--- src/rtl/core/fuzzy_subsequence_scorer_unit_macros.svh ---
// ----------------------------------------------------------------------------
// Fuzzy subsequence scorer: assertion macros
// Concurrent checks clocked on i_clk and disabled while i_rst_n is low.
// ----------------------------------------------------------------------------
`ifndef FUZZY_SUBSEQUENCE_SCORER_UNIT_MACROS_SVH
`define FUZZY_SUBSEQUENCE_SCORER_UNIT_MACROS_SVH

`ifndef SYNTHESIS
// property must hold at every clock edge out of reset
`define FSS_ASSERT(lbl, prop, msg) \
    lbl: assert property (@(posedge i_clk) disable iff (!i_rst_n) (prop)) else $error(msg);
// condition must never be seen
`define FSS_NEVER(lbl, cond, msg) \
    `FSS_ASSERT(lbl, !(cond), msg)
`else
`define FSS_ASSERT(lbl, prop, msg)
`define FSS_NEVER(lbl, cond, msg)
`endif

`endif

--- src/rtl/core/fss_pkg.sv ---
// ----------------------------------------------------------------------------
// Fuzzy subsequence scorer: shared package
// Sizes, codes, beat and weight types and character helpers.
// ----------------------------------------------------------------------------
package fss_pkg;

    // sizes
    localparam int MAX_QUERY     = 64;
    localparam int QADDR_W       = $clog2(MAX_QUERY);
    localparam int QLEN_W        = $clog2(MAX_QUERY + 1);
    localparam int MAX_CANDIDATE = 4096;
    localparam int POS_W         = 12;
    localparam int POSX_W        = POS_W + 1;
    localparam int DIFF_W        = POS_W + 2;
    localparam int CHAR_W        = 8;
    localparam int WEIGHT_W      = 9;
    localparam int PROD_W        = DIFF_W + WEIGHT_W;
    localparam int SCORE_W       = 24;
    localparam int RUN_W         = 26;
    localparam int CFG_IDX_W     = 3;
    localparam int QDEPTH        = 4;
    localparam int QPTR_W        = $clog2(QDEPTH);
    localparam int QCNT_W        = $clog2(QDEPTH + 1);
    localparam int TDATA_IN_W    = 8;
    localparam int TDATA_OUT_W   = 40;

    localparam logic signed [RUN_W-1:0] SCORE_MAX = RUN_W'((1 << SCORE_W) - 1);

    // register indexes
    localparam logic [CFG_IDX_W-1:0] REG_BASE   = 3'd0;
    localparam logic [CFG_IDX_W-1:0] REG_CONSEC = 3'd1;
    localparam logic [CFG_IDX_W-1:0] REG_GAP    = 3'd2;
    localparam logic [CFG_IDX_W-1:0] REG_BOUND  = 3'd3;
    localparam logic [CFG_IDX_W-1:0] REG_CAMEL  = 3'd4;
    localparam logic [CFG_IDX_W-1:0] REG_PREFIX = 3'd5;
    localparam logic [CFG_IDX_W-1:0] REG_TAIL   = 3'd6;

    // weight reset values
    localparam logic signed [WEIGHT_W-1:0] RST_BASE   = 9'sd16;
    localparam logic signed [WEIGHT_W-1:0] RST_CONSEC = 9'sd15;
    localparam logic signed [WEIGHT_W-1:0] RST_GAP    = -9'sd1;
    localparam logic signed [WEIGHT_W-1:0] RST_BOUND  = 9'sd10;
    localparam logic signed [WEIGHT_W-1:0] RST_CAMEL  = 9'sd8;
    localparam logic signed [WEIGHT_W-1:0] RST_PREFIX = 9'sd12;
    localparam logic signed [WEIGHT_W-1:0] RST_TAIL   = -9'sd1;

    // characters
    localparam logic [CHAR_W-1:0] CH_SPACE  = 8'h20;
    localparam logic [CHAR_W-1:0] CH_UNDER  = 8'h5F;
    localparam logic [CHAR_W-1:0] CH_DASH   = 8'h2D;
    localparam logic [CHAR_W-1:0] CH_DOT    = 8'h2E;
    localparam logic [CHAR_W-1:0] CH_SLASH  = 8'h2F;
    localparam logic [CHAR_W-1:0] CH_BSLASH = 8'h5C;
    localparam logic [CHAR_W-1:0] CH_LPAREN = 8'h28;
    localparam logic [CHAR_W-1:0] CH_LBRACK = 8'h5B;
    localparam logic [CHAR_W-1:0] CH_LBRACE = 8'h7B;
    localparam logic [CHAR_W-1:0] CH_UP_A   = 8'h41;
    localparam logic [CHAR_W-1:0] CH_UP_Z   = 8'h5A;
    localparam logic [CHAR_W-1:0] CH_LO_A   = 8'h61;
    localparam logic [CHAR_W-1:0] CH_LO_Z   = 8'h7A;
    localparam logic [CHAR_W-1:0] CASE_OFS  = 8'h20;

    typedef enum logic [1:0] {
        ACT_CLEAR  = 2'd0,
        ACT_APPEND = 2'd1,
        ACT_CAND   = 2'd2
    } t_action;

    // classified beat between front and back
    typedef struct packed {
        t_action           action;
        logic [CHAR_W-1:0] fchar;
        logic              is_up;
        logic              is_low;
        logic              is_sep;
        logic              last;
    } t_item;

    typedef struct packed {
        logic signed [WEIGHT_W-1:0] base;
        logic signed [WEIGHT_W-1:0] consec;
        logic signed [WEIGHT_W-1:0] gap;
        logic signed [WEIGHT_W-1:0] bound;
        logic signed [WEIGHT_W-1:0] camel;
        logic signed [WEIGHT_W-1:0] prefix;
        logic signed [WEIGHT_W-1:0] tail;
    } t_weights;

    typedef struct packed {
        logic [POS_W-1:0]   position;
        logic               matched;
        logic               is_last;
        logic [SCORE_W-1:0] score;
        logic               exact;
        logic               overflow;
    } t_result;

    function automatic logic is_upper(input logic [CHAR_W-1:0] c);
        return (c >= CH_UP_A) && (c <= CH_UP_Z);
    endfunction

    function automatic logic is_lower(input logic [CHAR_W-1:0] c);
        return (c >= CH_LO_A) && (c <= CH_LO_Z);
    endfunction

    function automatic logic [CHAR_W-1:0] fold(input logic [CHAR_W-1:0] c);
        return is_upper(c) ? c + CASE_OFS : c;
    endfunction

    function automatic logic is_separator(input logic [CHAR_W-1:0] c);
        return c inside {CH_SPACE, CH_UNDER, CH_DASH, CH_DOT, CH_SLASH,
                         CH_BSLASH, CH_LPAREN, CH_LBRACK, CH_LBRACE};
    endfunction

    // clamp a running value into lo .. SCORE_MAX
    function automatic logic [SCORE_W-1:0] clamp_score(
        input logic signed [RUN_W-1:0] v,
        input logic signed [RUN_W-1:0] lo
    );
        logic signed [RUN_W-1:0] r;
        r = v;
        if (v < lo) begin
            r = lo;
        end else if (v > SCORE_MAX) begin
            r = SCORE_MAX;
        end
        return r[SCORE_W-1:0];
    endfunction

endpackage

--- src/rtl/core/fss_ram.sv ---
// ----------------------------------------------------------------------------
// Fuzzy subsequence scorer: generic RAM
// One write port, one read port, registered read, write data forwarded
// when read and write hit the same address.
// ----------------------------------------------------------------------------
module fss_ram #(
    parameter int WIDTH = 8,
    parameter int DEPTH = 64
) (
    input  logic                     i_clk,
    input  logic                     i_we,
    input  logic [$clog2(DEPTH)-1:0] i_waddr,
    input  logic [WIDTH-1:0]         i_wdata,
    input  logic [$clog2(DEPTH)-1:0] i_raddr,
    output logic [WIDTH-1:0]         o_rdata
);

    logic [WIDTH-1:0] r_mem [DEPTH];
    logic [WIDTH-1:0] r_rdata;

    // write port
    always_ff @(posedge i_clk) begin
        if (i_we) begin
            r_mem[i_waddr] <= i_wdata;
        end
    end

    // read port, write-first on a collision
    always_ff @(posedge i_clk) begin
        if (i_we && (i_waddr == i_raddr)) begin
            r_rdata <= i_wdata;
        end else begin
            r_rdata <= r_mem[i_raddr];
        end
    end

    assign o_rdata = r_rdata;

endmodule

--- src/rtl/core/fss_front.sv ---
// ----------------------------------------------------------------------------
// Fuzzy subsequence scorer: front end
// Takes input beats, drops unused actions, folds case and tags character
// classes before the beat goes into the queue.
// ----------------------------------------------------------------------------
module fss_front (
    input  logic                              i_valid,
    output logic                              o_ready,
    input  logic [fss_pkg::TDATA_IN_W-1:0]    i_data,
    input  logic [1:0]                        i_user,
    input  logic                              i_last,
    input  logic                              i_queue_full,
    output logic                              o_push,
    output fss_pkg::t_item                    o_item
);

    logic known;

    // ready only follows queue space
    assign o_ready = !i_queue_full;

    assign known = (i_user == fss_pkg::ACT_CLEAR) || (i_user == fss_pkg::ACT_APPEND) ||
                   (i_user == fss_pkg::ACT_CAND);
    assign o_push = i_valid && o_ready && known;

    // classify the character
    always_comb begin
        o_item.action = fss_pkg::t_action'(i_user);
        o_item.fchar  = fss_pkg::fold(i_data[fss_pkg::CHAR_W-1:0]);
        o_item.is_up  = fss_pkg::is_upper(i_data[fss_pkg::CHAR_W-1:0]);
        o_item.is_low = fss_pkg::is_lower(i_data[fss_pkg::CHAR_W-1:0]);
        o_item.is_sep = fss_pkg::is_separator(i_data[fss_pkg::CHAR_W-1:0]);
        o_item.last   = i_last;
    end

endmodule

--- src/rtl/core/fss_queue.sv ---
// ----------------------------------------------------------------------------
// Fuzzy subsequence scorer: item queue
// Short FIFO of classified beats between front and back.
// ----------------------------------------------------------------------------
`include "fuzzy_subsequence_scorer_unit_macros.svh"

module fss_queue (
    input  logic           i_clk,
    input  logic           i_rst_n,
    input  logic           i_push,
    input  fss_pkg::t_item i_item,
    output logic           o_full,
    input  logic           i_pop,
    output logic           o_valid,
    output fss_pkg::t_item o_item
);

    fss_pkg::t_item                  r_mem [fss_pkg::QDEPTH];
    logic [fss_pkg::QPTR_W-1:0]      r_wr;
    logic [fss_pkg::QPTR_W-1:0]      r_rd;
    logic [fss_pkg::QCNT_W-1:0]      r_cnt;
    logic                            do_pop;

    assign o_full  = (r_cnt == fss_pkg::QCNT_W'(fss_pkg::QDEPTH));
    assign o_valid = (r_cnt != '0);
    assign o_item  = r_mem[r_rd];
    assign do_pop  = i_pop && o_valid;

    // storage
    always_ff @(posedge i_clk) begin
        if (i_push) begin
            r_mem[r_wr] <= i_item;
        end
    end

    // pointers and fill count
    always_ff @(posedge i_clk) begin
        if (!i_rst_n) begin
            r_wr  <= '0;
            r_rd  <= '0;
            r_cnt <= '0;
        end else begin
            if (i_push) begin
                r_wr <= r_wr + 1'b1;
            end
            if (do_pop) begin
                r_rd <= r_rd + 1'b1;
            end
            case ({i_push, do_pop})
                2'b10:   r_cnt <= r_cnt + 1'b1;
                2'b01:   r_cnt <= r_cnt - 1'b1;
                default: r_cnt <= r_cnt;
            endcase
        end
    end

    `FSS_NEVER(a_push_when_full, i_push && o_full, "queue push while full")
    `FSS_ASSERT(a_cnt_bound, r_cnt <= fss_pkg::QCNT_W'(fss_pkg::QDEPTH), "queue count over depth")

endmodule

--- src/rtl/core/fss_back.sv ---
// ----------------------------------------------------------------------------
// Fuzzy subsequence scorer: back end
// Holds the query and the candidate state, scores one candidate character
// per cycle while the output register is free to take its result, and keeps the result beat in that register.
// ----------------------------------------------------------------------------
`include "fuzzy_subsequence_scorer_unit_macros.svh"

module fss_back (
    input  logic              i_clk,
    input  logic              i_rst_n,
    input  fss_pkg::t_weights i_w,
    input  logic              i_item_valid,
    input  fss_pkg::t_item    i_item,
    output logic              o_pop,
    output logic              o_res_valid,
    input  logic              i_res_ready,
    output fss_pkg::t_result  o_res
);

    // query and candidate state
    logic [fss_pkg::QLEN_W-1:0]       r_qlen, n_qlen;
    logic                             r_ovf, n_ovf;
    logic [fss_pkg::QLEN_W-1:0]       r_qi, n_qi;
    logic [fss_pkg::POS_W-1:0]        r_pos, n_pos;
    logic                             r_have, n_have;
    logic [fss_pkg::POS_W-1:0]        r_lm, n_lm;
    logic                             r_prev_low, n_prev_low;
    logic                             r_prev_sep, n_prev_sep;
    logic signed [fss_pkg::RUN_W-1:0] r_run, n_run;
    logic                             r_exact, n_exact;
    logic                             r_toolong, n_toolong;

    logic                             r_out_valid;
    fss_pkg::t_result                 r_out;

    logic [fss_pkg::CHAR_W-1:0]       q_at_qi;
    logic [fss_pkg::CHAR_W-1:0]       q_at_pos;
    logic                             ram_we;
    logic [fss_pkg::QADDR_W-1:0]      raddr_qi;
    logic [fss_pkg::QADDR_W-1:0]      raddr_pos;

    logic                             out_free;
    logic                             is_cand;
    logic                             match;
    logic                             pos_nz;
    logic                             camel;
    logic                             boundary;
    logic                             consec;
    logic                             exact_step;
    logic                             full_match;
    logic                             exact_final;
    logic [fss_pkg::QLEN_W-1:0]       qi_new;
    logic signed [fss_pkg::DIFF_W-1:0]   gap_diff;
    logic signed [fss_pkg::DIFF_W-1:0]   tail_diff;
    logic signed [fss_pkg::WEIGHT_W-1:0] w_gap;
    logic signed [fss_pkg::WEIGHT_W-1:0] w_tail;
    logic signed [fss_pkg::PROD_W-1:0]   gap_prod;
    logic signed [fss_pkg::PROD_W-1:0]   tail_prod;
    logic signed [fss_pkg::RUN_W-1:0]    incr;
    logic signed [fss_pkg::RUN_W-1:0]    run_new;
    logic signed [fss_pkg::RUN_W-1:0]    tail_total;
    logic signed [fss_pkg::RUN_W-1:0]    exact_val;
    logic [fss_pkg::SCORE_W-1:0]         score;

    // pop when the beat gives no result or the output register frees up
    assign out_free = !r_out_valid || i_res_ready;
    assign is_cand  = (i_item.action == fss_pkg::ACT_CAND);
    assign o_pop    = i_item_valid && (!is_cand || out_free);

    // two copies of the query: one read at the query index, one at the position
    assign ram_we    = o_pop && (i_item.action == fss_pkg::ACT_APPEND) &&
                       (r_qlen < fss_pkg::QLEN_W'(fss_pkg::MAX_QUERY));
    assign raddr_qi  = i_rst_n ? n_qi[fss_pkg::QADDR_W-1:0] : '0;
    assign raddr_pos = i_rst_n ? n_pos[fss_pkg::QADDR_W-1:0] : '0;

    fss_ram #(
        .WIDTH (fss_pkg::CHAR_W),
        .DEPTH (fss_pkg::MAX_QUERY)
    ) u_ram_qi (
        .i_clk   (i_clk),
        .i_we    (ram_we),
        .i_waddr (r_qlen[fss_pkg::QADDR_W-1:0]),
        .i_wdata (i_item.fchar),
        .i_raddr (raddr_qi),
        .o_rdata (q_at_qi)
    );

    fss_ram #(
        .WIDTH (fss_pkg::CHAR_W),
        .DEPTH (fss_pkg::MAX_QUERY)
    ) u_ram_pos (
        .i_clk   (i_clk),
        .i_we    (ram_we),
        .i_waddr (r_qlen[fss_pkg::QADDR_W-1:0]),
        .i_wdata (i_item.fchar),
        .i_raddr (raddr_pos),
        .o_rdata (q_at_pos)
    );

    // match and bonus terms
    assign match    = is_cand && (r_qi < r_qlen) && (i_item.fchar == q_at_qi);
    assign pos_nz   = (r_pos != '0);
    assign camel    = pos_nz && r_prev_low && i_item.is_up;
    assign boundary = !pos_nz || r_prev_sep || camel;
    assign consec   = ({1'b0, r_pos} == ({1'b0, r_lm} + fss_pkg::POSX_W'(1)));

    assign w_gap     = i_w.gap;
    assign w_tail    = i_w.tail;
    assign gap_diff  = $signed({2'b00, r_pos}) - $signed({2'b00, r_lm}) -
                       fss_pkg::DIFF_W'(1);
    assign tail_diff = $signed({2'b00, r_pos}) - $signed({2'b00, r_lm});
    assign gap_prod  = gap_diff * w_gap;
    assign tail_prod = tail_diff * w_tail;

    always_comb begin
        incr = fss_pkg::RUN_W'(i_w.base);
        if (r_have) begin
            incr = incr + (consec ? fss_pkg::RUN_W'(i_w.consec) : fss_pkg::RUN_W'(gap_prod));
        end
        if (boundary) begin
            incr = incr + fss_pkg::RUN_W'(i_w.bound);
        end
        if (camel) begin
            incr = incr + fss_pkg::RUN_W'(i_w.camel);
        end
        if ((r_qi == '0) && !pos_nz) begin
            incr = incr + fss_pkg::RUN_W'(i_w.prefix);
        end
    end

    assign run_new    = r_run + incr;
    assign tail_total = r_run + fss_pkg::RUN_W'(tail_prod);
    assign qi_new     = r_qi + fss_pkg::QLEN_W'(match);

    // exact-match tracking
    assign exact_step  = r_exact && !r_toolong &&
                         (r_pos < fss_pkg::POS_W'(r_qlen)) && (i_item.fchar == q_at_pos);
    assign full_match  = (r_qlen != '0) && (qi_new == r_qlen);
    assign exact_final = exact_step &&
                         (({1'b0, r_pos} + fss_pkg::POSX_W'(1)) == fss_pkg::POSX_W'(r_qlen));
    assign exact_val   = fss_pkg::RUN_W'($signed({1'b0, r_qlen}) * i_w.base) +
                         fss_pkg::RUN_W'(i_w.prefix) + fss_pkg::RUN_W'(i_w.prefix);

    // final score
    always_comb begin
        score = '0;
        if (i_item.last && full_match) begin
            if (exact_final) begin
                score = fss_pkg::clamp_score(exact_val, '0);
            end else begin
                score = fss_pkg::clamp_score(match ? run_new : tail_total,
                                             fss_pkg::RUN_W'(1));
            end
        end
    end

    // next state
    always_comb begin
        n_qlen     = r_qlen;
        n_ovf      = r_ovf;
        n_qi       = r_qi;
        n_pos      = r_pos;
        n_have     = r_have;
        n_lm       = r_lm;
        n_prev_low = r_prev_low;
        n_prev_sep = r_prev_sep;
        n_run      = r_run;
        n_exact    = r_exact;
        n_toolong  = r_toolong;
        if (o_pop) begin
            case (i_item.action)
                fss_pkg::ACT_CLEAR: begin
                    n_qlen = '0;
                    n_ovf  = 1'b0;
                end
                fss_pkg::ACT_APPEND: begin
                    if (r_qlen < fss_pkg::QLEN_W'(fss_pkg::MAX_QUERY)) begin
                        n_qlen = r_qlen + 1'b1;
                    end else begin
                        n_ovf = 1'b1;
                    end
                end
                fss_pkg::ACT_CAND: begin
                    n_qi       = qi_new;
                    n_exact    = exact_step;
                    n_prev_low = i_item.is_low;
                    n_prev_sep = i_item.is_sep;
                    if (match) begin
                        n_run  = run_new;
                        n_have = 1'b1;
                        n_lm   = r_pos;
                    end
                    if (r_pos != fss_pkg::POS_W'(fss_pkg::MAX_CANDIDATE - 1)) begin
                        n_pos = r_pos + 1'b1;
                    end else begin
                        n_toolong = 1'b1;
                    end
                end
                default: begin
                end
            endcase
            // any query change or a finished candidate restarts the candidate
            if (!is_cand || i_item.last) begin
                n_qi       = '0;
                n_pos      = '0;
                n_have     = 1'b0;
                n_lm       = '0;
                n_prev_low = 1'b0;
                n_prev_sep = 1'b0;
                n_run      = '0;
                n_exact    = 1'b1;
                n_toolong  = 1'b0;
            end
        end
    end

    // state registers
    always_ff @(posedge i_clk) begin
        if (!i_rst_n) begin
            r_qlen     <= '0;
            r_ovf      <= 1'b0;
            r_qi       <= '0;
            r_pos      <= '0;
            r_have     <= 1'b0;
            r_lm       <= '0;
            r_prev_low <= 1'b0;
            r_prev_sep <= 1'b0;
            r_run      <= '0;
            r_exact    <= 1'b1;
            r_toolong  <= 1'b0;
        end else begin
            r_qlen     <= n_qlen;
            r_ovf      <= n_ovf;
            r_qi       <= n_qi;
            r_pos      <= n_pos;
            r_have     <= n_have;
            r_lm       <= n_lm;
            r_prev_low <= n_prev_low;
            r_prev_sep <= n_prev_sep;
            r_run      <= n_run;
            r_exact    <= n_exact;
            r_toolong  <= n_toolong;
        end
    end

    // output register
    always_ff @(posedge i_clk) begin
        if (!i_rst_n) begin
            r_out_valid <= 1'b0;
        end else if (o_pop && is_cand) begin
            r_out_valid <= 1'b1;
        end else if (i_res_ready) begin
            r_out_valid <= 1'b0;
        end
    end

    always_ff @(posedge i_clk) begin
        if (o_pop && is_cand) begin
            r_out.position <= r_pos;
            r_out.matched  <= match;
            r_out.is_last  <= i_item.last;
            r_out.score    <= score;
            r_out.exact    <= i_item.last && full_match && exact_final;
            r_out.overflow <= r_ovf;
        end
    end

    assign o_res_valid = r_out_valid;
    assign o_res       = r_out;

    `FSS_ASSERT(a_qi_in_query, r_qi <= r_qlen, "query index past query length")
    `FSS_ASSERT(a_qlen_cap, r_qlen <= fss_pkg::QLEN_W'(fss_pkg::MAX_QUERY), "query length over capacity")
    `FSS_ASSERT(a_last_restarts, (o_pop && is_cand && i_item.last) |=> ((r_pos == '0) && (r_qi == '0) && !r_have), "candidate not restarted after last beat")

endmodule

--- src/rtl/core/fuzzy_subsequence_scorer_unit.sv ---
// ----------------------------------------------------------------------------
// Fuzzy subsequence scorer: top level
// A candidate beat accepted on the input stream passes through a queue entry,
// then the output register, before it is on the result stream.
// Throughput: one beat per cycle while the result stream is not stalled, set by
// the score update in the back end; the four-entry queue absorbs short output stalls.
// Reset (synchronous, i_rst_n low): weights to defaults, query empty,
// queue and output empty. The query memory is not cleared and needs no pass.
// ----------------------------------------------------------------------------
module fuzzy_subsequence_scorer_unit (
    input  logic                                i_clk,
    input  logic                                i_rst_n,
    // input stream
    input  logic                                s_axis_tvalid,
    output logic                                s_axis_tready,
    input  logic [fss_pkg::TDATA_IN_W-1:0]      s_axis_tdata,  // [7:0] char_in
    input  logic [1:0]                          s_axis_tuser,  // [1:0] action
    input  logic                                s_axis_tlast,
    // result stream
    output logic                                m_axis_tvalid,
    input  logic                                m_axis_tready,
    // [11:0] position, [12] char_matched, [36:13] score, [37] exact_match,
    // [38] query_overflow, [39] zero
    output logic [fss_pkg::TDATA_OUT_W-1:0]     m_axis_tdata,
    output logic                                m_axis_tlast,
    // weight registers
    input  logic                                i_cfg_we,
    input  logic [fss_pkg::CFG_IDX_W-1:0]       i_cfg_idx,
    input  logic [fss_pkg::WEIGHT_W-1:0]        i_cfg_data
);

    fss_pkg::t_weights r_w;
    fss_pkg::t_item    front_item;
    fss_pkg::t_item    queue_item;
    fss_pkg::t_result  res;
    logic              push;
    logic              queue_full;
    logic              queue_valid;
    logic              pop;

    // weight registers
    always_ff @(posedge i_clk) begin
        if (!i_rst_n) begin
            r_w.base   <= fss_pkg::RST_BASE;
            r_w.consec <= fss_pkg::RST_CONSEC;
            r_w.gap    <= fss_pkg::RST_GAP;
            r_w.bound  <= fss_pkg::RST_BOUND;
            r_w.camel  <= fss_pkg::RST_CAMEL;
            r_w.prefix <= fss_pkg::RST_PREFIX;
            r_w.tail   <= fss_pkg::RST_TAIL;
        end else if (i_cfg_we) begin
            case (i_cfg_idx)
                fss_pkg::REG_BASE:   r_w.base   <= i_cfg_data;
                fss_pkg::REG_CONSEC: r_w.consec <= i_cfg_data;
                fss_pkg::REG_GAP:    r_w.gap    <= i_cfg_data;
                fss_pkg::REG_BOUND:  r_w.bound  <= i_cfg_data;
                fss_pkg::REG_CAMEL:  r_w.camel  <= i_cfg_data;
                fss_pkg::REG_PREFIX: r_w.prefix <= i_cfg_data;
                fss_pkg::REG_TAIL:   r_w.tail   <= i_cfg_data;
                default: begin
                end
            endcase
        end
    end

    fss_front u_front (
        .i_valid      (s_axis_tvalid),
        .o_ready      (s_axis_tready),
        .i_data       (s_axis_tdata),
        .i_user       (s_axis_tuser),
        .i_last       (s_axis_tlast),
        .i_queue_full (queue_full),
        .o_push       (push),
        .o_item       (front_item)
    );

    fss_queue u_queue (
        .i_clk   (i_clk),
        .i_rst_n (i_rst_n),
        .i_push  (push),
        .i_item  (front_item),
        .o_full  (queue_full),
        .i_pop   (pop),
        .o_valid (queue_valid),
        .o_item  (queue_item)
    );

    fss_back u_back (
        .i_clk        (i_clk),
        .i_rst_n      (i_rst_n),
        .i_w          (r_w),
        .i_item_valid (queue_valid),
        .i_item       (queue_item),
        .o_pop        (pop),
        .o_res_valid  (m_axis_tvalid),
        .i_res_ready  (m_axis_tready),
        .o_res        (res)
    );

    // result beat packing
    assign m_axis_tdata = {1'b0, res.overflow, res.exact, res.score, res.matched, res.position};
    assign m_axis_tlast = res.is_last;

endmodule

--- config.mk ---
export PLATFORM = sky130hd
export DESIGN_NAME = fuzzy_subsequence_scorer_unit
export DESIGN_NICKNAME = d
export VERILOG_FILES = /design/src/rtl/core/fss_pkg.sv /design/src/rtl/core/fss_ram.sv /design/src/rtl/core/fss_front.sv /design/src/rtl/core/fss_queue.sv /design/src/rtl/core/fss_back.sv /design/src/rtl/core/fuzzy_subsequence_scorer_unit.sv
export VERILOG_INCLUDE_DIRS = /design/src /design/src/rtl/core
export SDC_FILE = /design/constraint.sdc
export NUM_CORES = 2
export LEC_CHECK = 0
export ABC_AREA = 1
export BUFFER_PORTS_ARGS = -buffer_cell sky130_fd_sc_hd__buf_4
export CORE_ASPECT_RATIO = 1.25
export CORE_UTILIZATION = 30
export DETAILED_ROUTE_END_ITERATION = 12
export GPL_TIMING_DRIVEN = 0
export HOLD_SLACK_MARGIN = 0.05
export RECOVER_POWER = 25
export SYNTH_ARGS = -nofsm -noshare
export SYNTH_HDL_FRONTEND = slang
export SYNTH_SLANG_ARGS = --single-unit
--- constraint.sdc ---
create_clock -name i_clk -period 19.75 [get_ports i_clk]
set_input_delay 0.9875 -clock i_clk [delete_from_list [all_inputs] [get_ports i_clk]]
set_output_delay 0.9875 -clock i_clk [all_outputs]
set_load 0.05 [all_outputs]
## Word-level counts from Yosys, hierarchy flattened

Memories as Yosys holds them, arrays and structs flattened. A register that Yosys moved wholly into a read port is not among the register bits.
Index checks and enable logic that the tools add are counted.
Widths: inputs -> output; s select.

- $add $sub $neg: 20
- Muxes and demuxes: 52
- Eq/ne operators: 31
- Order comparisons: 11
- Multiply operators: 3
- Reduce and logical (&&, ||, !) cells: 60

Operators by type and width:

| operator | number |
|---|---|
| $mux 26 | 9 |
| $mux 24 | 5 |
| $add 26x9->26 | 4 |
| $mux 12 | 6 |
| $gt 26x25->1 const B | 2 |
| $eq 8x6->1 const B | 5 |
| $eq 8x7->1 const B | 4 |
| $add 12x1->13 const B | 2 |
| $add 26x23->26 | 1 |
| $add 26x26->26 | 1 |
| $add 9x26->26 | 1 |
| $lt 26x1->1 const B | 1 |
| $lt 26x2->1 const B | 1 |
| $mux 6 | 4 |
| $mul 14x9->23 | 1 |
| $mul 13x9->22 | 1 |
| $logic_and 1x1->1 | 21 |
| $mux 7 | 3 |
| $mux 1 | 19 |
| $add 17x9->18 | 1 |
| $mul 8x9->17 | 1 |
| $eq 8x8->1 | 2 |
| $ge 8x7->1 const B | 2 |
| $le 8x7->1 const B | 2 |
| other kinds (39) | 78 |

- Memory bits (writable): 1080
- Flip-flop bits (word level): 181
- Bits of input ports: 28
- Memories: 3
- Word-level logic and storage cells: 210
- Output and inout port bits: 43

Memory list:

| name | depth | width | read ports | clocked after Yosys merged registers in | wr ports | RTL line | source |
|---|---|---|---|---|---|---|---|
| u_back.u_ram_pos.r_mem | 64 | 8 | 1 | 1 | 1 | fss_ram.sv:18 | `logic [WIDTH-1:0] r_mem [DEPTH];` |
| u_back.u_ram_qi.r_mem | 64 | 8 | 1 | 1 | 1 | fss_ram.sv:18 |  |
| u_queue.r_mem | 4 | 14 | 1 | 1 | 1 | fss_queue.sv:18 | `fss_pkg::t_item r_mem [fss_pkg::QDEPTH];` |

## Depth between registers and ports, before layout

- Depth in word-level cells: 18
- Mapped depth: 98
- Mapped depth without buffers: 95

## By module

A second synthesis with hierarchy kept.

- Cell total of the unflattened synthesis: 8144
- Area, all modules: 75157.1 um^2

Modules (own cells, without submodules):

| module | cells each | seq. area each (um^2) | instances | area each (um^2) |
|---|---|---|---|---|
| fss_ram | 1803 | 15494.9 | 2 | 21299.2 |
| fss_back | 3929 | 2622.5 | 1 | 27198.6 |
| fss_queue | 201 | 1861.8 | 1 | 2567.5 |
| fuzzy_subsequence_scorer_unit | 339 | 1261.2 | 1 | 2437.3 |
| fss_front | 69 | 0.0 | 1 | 355.3 |

## Worst setup path before layout

OpenSTA, ideal clock, no wires.

- Kind: flip-flop to flip-flop
- Start point: register u_back.r_pos[0] (netlist bit)
- End point: register u_back.r_out (netlist bit u_back.o_res[14]), data pin
- Period minus slack after synthesis: 13.824 ns
- Cell stages (with the launch flop): 93
- Required time: 19.493 ns
- Path slack: 5.926 ns
- Arrival time: 13.566 ns
- Library setup time: 0.257 ns
- Path buffers: 4
- Path through: dfxtp_1 -> inv_1 -> buf_2 -> buf_2 -> buf_2 -> ha_1 -> fa_1 -> o31ai_1 -> nand2_1 -> nand2_1 -> a21oi_1 -> or2_2 -> nand2_1 -> nand2_1 -> nor2_1 -> nand2_1 -> nor3_1 -> inv_1 -> [... 57 more ...] -> nand3b_1 -> nand3_1 -> inv_1 -> o21ai_0 -> nor2_1 -> nor2_1 -> nand3_1 -> nand2_1 -> nand2_1 -> inv_1 -> nand3_1 -> nor2_1 -> nand2_1 -> nand2_1 -> nor2_4 -> buf_6 -> nand2_1 -> o21ai_1

- Cells in the longest elaborated chain, start to end: 18
- Elaborated cells between the ends (all ways): 35
- Classes of those cells: add/sub: 9; mul: 2; order compare: 3; eq/ne: 2; mux: 9; reduce/logical: 10

Ends and longest elaborated chain:

| item | RTL line | source |
|---|---|---|
| from (decl) | fss_back.sv:24 | `logic [fss_pkg::POS_W-1:0] r_pos, n_pos;` |
| from (signal assigned) | fss_back.sv:235 | `r_pos <= n_pos;` |
| $sub 12x12->13 | fss_back.sv:109, fss_back.sv:111 |  |
| $sub 13x2->14 | fss_back.sv:109 | `assign gap_diff = $signed({2'b00, r_pos}) - $signed({2'b00, r_lm}) -` |
| $mul 14x9->23 | fss_back.sv:112 | `assign gap_prod = gap_diff * w_gap;` |
| $mux 26 | fss_back.sv:118 | `incr = incr + (consec ? fss_pkg::RUN_W'(i_w.consec) : fss_pkg::RUN_W'(gap_prod));` |
| $add 9x26->26 | fss_back.sv:118 |  |
| $mux 26 | fss_back.sv:117 | `if (r_have) begin` |
| $add 26x9->26 | fss_back.sv:121 | `incr = incr + fss_pkg::RUN_W'(i_w.bound);` |
| $mux 26 | fss_back.sv:120 | `if (boundary) begin` |
| [... 2 more ...] | -- |  |
| $add 26x9->26 | fss_back.sv:127 | `incr = incr + fss_pkg::RUN_W'(i_w.prefix);` |
| $mux 26 | fss_back.sv:126 | `if ((r_qi == '0) && !pos_nz) begin` |
| $add 26x26->26 | fss_back.sv:131 | `assign run_new = r_run + incr;` |
| $mux 26 | fss_back.sv:151 | `score = fss_pkg::clamp_score(match ? run_new : tail_total,` |
| $gt 26x25->1 | fss_pkg.sv:124 | `end else if (v > SCORE_MAX) begin` |
| $mux 24 | fss_pkg.sv:124 |  |
| $mux 24 | fss_pkg.sv:122 | `if (v < lo) begin` |
| $mux 24 (*) | fss_back.sv:148 | `if (exact_final) begin` |
| to (decl) | fss_back.sv:34 | `fss_pkg::t_result r_out;` |

Every way passes the cells marked *; elsewhere a longest branch is shown, timed or not.
A chain may end at the register's enable or synchronous reset.

## Worst setup path in the final report

Same ends and word-level chain as after synthesis.

==> summary.txt <==
Global route
  • Antenna violations before repair: 27
  • Remaining global-route overflow: 0
  • Vias in the first global route: between 50000 and 60000
  • GRT Total Usage: slightly below 30%
  • Global-route wire length before repair: between 400 and 500 mm
  • Pin count of the biggest net entering global routing: 34

Yosys
  • Post-synth EDFFs: roughly 610
  • Synth cell types: just under 60
  • Synth area leader: edfxtp_1
  • Sequential share of the synthesized area: 36.5%
  • Post-synth ARST share: 0%
  • Mapped cell area: approximately 0.058 mm²
  • Synth Register Bits: between 700 and 800
  • Post-synth top cells: nand2_1, inv_1, nor2_1
  • Syn_area_per_cell: about 8.0 µm²
  • Post-Syn Instances: approximately 7200
  • Top post-synthesis cells by area: edfxtp_1, nand2_1, fa_1
  • Top-count cell post-synth: nand2_1
  • Top cell type's share of synthesized area: 31.6%
  • Synthesized Nets: around 7900
  • YS warnings: 0
  • Top FF cell, synth: edfxtp_1

Floorplanning
  • Die area: 0.194 mm²
  • Die W: around 390 µm
  • I/O pin total: roughly 70
  • FP Rows: approximately 180
  • Core footprint: 0.191 mm²
  • Initial Utilization: 30.3%
  • Die H: about 490 µm

Finish
  • Multi-input logic area: 0.0316 mm²
  • Fin nets: 8062
  • Share of cells above drive strength 1: 5.98%
  • Area grow syn2layout: 13.0%
  • Fillers: 20100
  • Seq. cell area: between 0.02 and 0.025 mm²

Timing
  • Setup-failing EPs final: 0
  • Final Cycle Share: 92.8%
  • Max Slew Vio Count: approximately 210
  • Final Hold Vio Count: 0
  • Setup tns final: 0 ps
  • Tmin final: around 18000 ps
  • Worst-Margin Slew: ~2300 ps
  • Setup Skew: between 70 and 80 ps
  • Slew margin rel.: -51.2%
  • FMAX: 0.0546 GHz
  • RSZ-0062 raised after global routing: no

Drt
  • Avg WL per Cell: around 29 µm
  • Via count: 55300
  • Vias per cell: 5.51
  • Pre-antenna DRT Iters: 8
  • Starting DRT DRC Count: around 6200
  • WL final: between 200 and 300 mm
  • Routed Antenna Nets: 0
  • DRC violations left: 0

Clock network
  • CTS sink count: about 750
  • Cts hold-fix bufs: 0
  • Num CTS Buffers: 93
  • Worst-path clk slew: about 60 ps
  • CTS tree: done
  • Max Buffers Root-to-Sink: 3
  • Post-CTS Setup Bufs: 0
  • H-tree level count: 3
  • Cts repair resizes: 0
  • Skew-Pair Late Insertion Delay: around 790 ps
  • Clock root buffer master: clkbuf_16

Placement
  • RD Place Congestion: between 1 and 1.5
  • I/O Buffers: 69
  • DP HPWL: around 220 mm

Worst setup path
  • Worst path required time: a little over 20000 ps
  • Capturing point of the worst reg2reg path: u_back.o_res[14]
  • Stages on the worst setup path: between 80 and 90
  • Setup CP Type: flip-flop to flip-flop
  • R2r setup slk: about 1400 ps
  • Critical Path AT: 18810 ps
  • CP startpoint kind: flip-flop
  • Slowest stage cell, crit path: dfxtp_2
  • Reg-to-Reg Start: u_back.r_pos[0]
  • Critical path capture point: u_back.o_res[14]
  • Crit path largest cell delay: just under 600 ps
  • CP startpoint: u_back.r_pos[0]
  • CP Capture Type: flip-flop
  • Critical Path Fanout Max: 12
  • Reg2Reg Depth: 87
  • CP bufs+invs: 14
  • Most frequent cell on the critical path: nand2_1
  • Worst path top cell family by delay: adder cells

Outcome
  • Status: complete, but fails checks
  • Failing checks: capacitance limit, slew limit

Flow run
  • Maxcap violations: 17

Min path
  • Hold Path Class: flip-flop to flip-flop
-- layout by cell type (no fill, tap or decap), types with 141 or more instances in the layout --
cell,count
a21oi_1,597
ha_1,344
edfxtp_1,608
nand3_1,406
clkbuf_1,177
nand2_1,1553
fa_1,274
inv_1,975
o211ai_1,150
o21ai_0,560
dfxtp_1,141
nor2_1,649
-- how the worst min path moves through the flow --
stage / from / to / cells after the start
2_1_floorplan: u_back.r_ovf / u_back.o_res[0] / 0
3_3_place_gp: u_back.r_ovf / u_back.o_res[0] / 0
3_5_place_dp: u_back.r_ovf / u_back.o_res[0] / 0
4_1_cts: u_back.r_ovf / u_back.o_res[0] / 0
5_1_grt: u_back.r_ovf / u_back.o_res[0] / 0
6_report: u_back.r_ovf / u_back.o_res[0] / 0
-- area by class of cell --
cell class                      instances  area share [%]
Antenna cell                           18          0.0690
Inverter                             1005            5.78
Clock buffer                          104            3.72
Sequential cell                       751            32.3
Multi-Input combinational cell       5145            48.4
Buffer                                316            2.20
Timing Repair Buffer                  104            1.39
Tap cell                             2534            4.86
Clock inverter                         67            1.23
-- flip-flops by register name, summed over array words and instances (netlist names), 3 cells and up, named ones only --
signal and count:
u_back.u_ram_qi.r_mem 512, u_back.r_pos 12, u_back.r_qi 7, u_back.r_lm 12, u_back.r_run 26, r_w 63, u_queue.r_cnt 3, u_queue.r_mem 56
u_back.r_qlen 7, u_back.o_res 40
-- through the flow --
stage / utilization (%) / setup WS [ps] / hold slack (ps) / cell area [µm²] / instances
final: 34.2 / 1420 / 441 / 65300 / 10000
after global routing: 34.2 / 180 / 445 / 65300 / 10000
after CTS: 34.4 / 1340 / 434 / 65600 / 10000
after detailed placement: 32.7 / 1350 / 419 / 62300 / 9855
after global placement: 32.2 / 1400 / 417 / 61500 / 9820
after floorplan: - / 5930 / 408 / 57800 / 7217
-- routing by layer --
| layer | vias up | global-route usage (%) | wire (µm) |
|---|---|---|---|
| li1 | 24400 | - | - |
| met1 | 27000 | 33.4 | 107000 |
| met2 | 3045 | 47.6 | 134000 |
| met3 | 921 | 7.12 | 25900 |
| met4 | 14 | 21.4 | 24000 |
| met5 | - | 0 | 104 |
-- logic make-up (layout without fill, tap and decap cells) --
logic type      count (synthesis)  in the layout  synth area share, %
flops                         751            751                 36.5
simple gates                 2773           2773                 19.5
buf+inv                      1321           1596                 9.00
mux                             1              1               0.0173
compound gates               1540           1540                 14.8
other cells                     1             19              0.00649
xor+xnor                      212            212                 3.21
fa+ha+maj                     618            618                 16.9
-- worst register-to-register path: cells and delay by family, from the launching register on --
| family | cells | cell delay, ps |
|---|---|---|
| adder cells (fa/ha/maj) | 13 | 5050 |
| AO/OA/AOI/OAI | 21 | 4640 |
| AND/OR/NAND/NOR | 34 | 4400 |
| buffers and inverters | 14 | 2450 |
| XOR/XNOR | 5 | 950 |
| flip-flops | 1 | 580 |
Power is not shown: default switching activity piles up to over one toggle a cycle in this logic, so the estimate is an artifact.
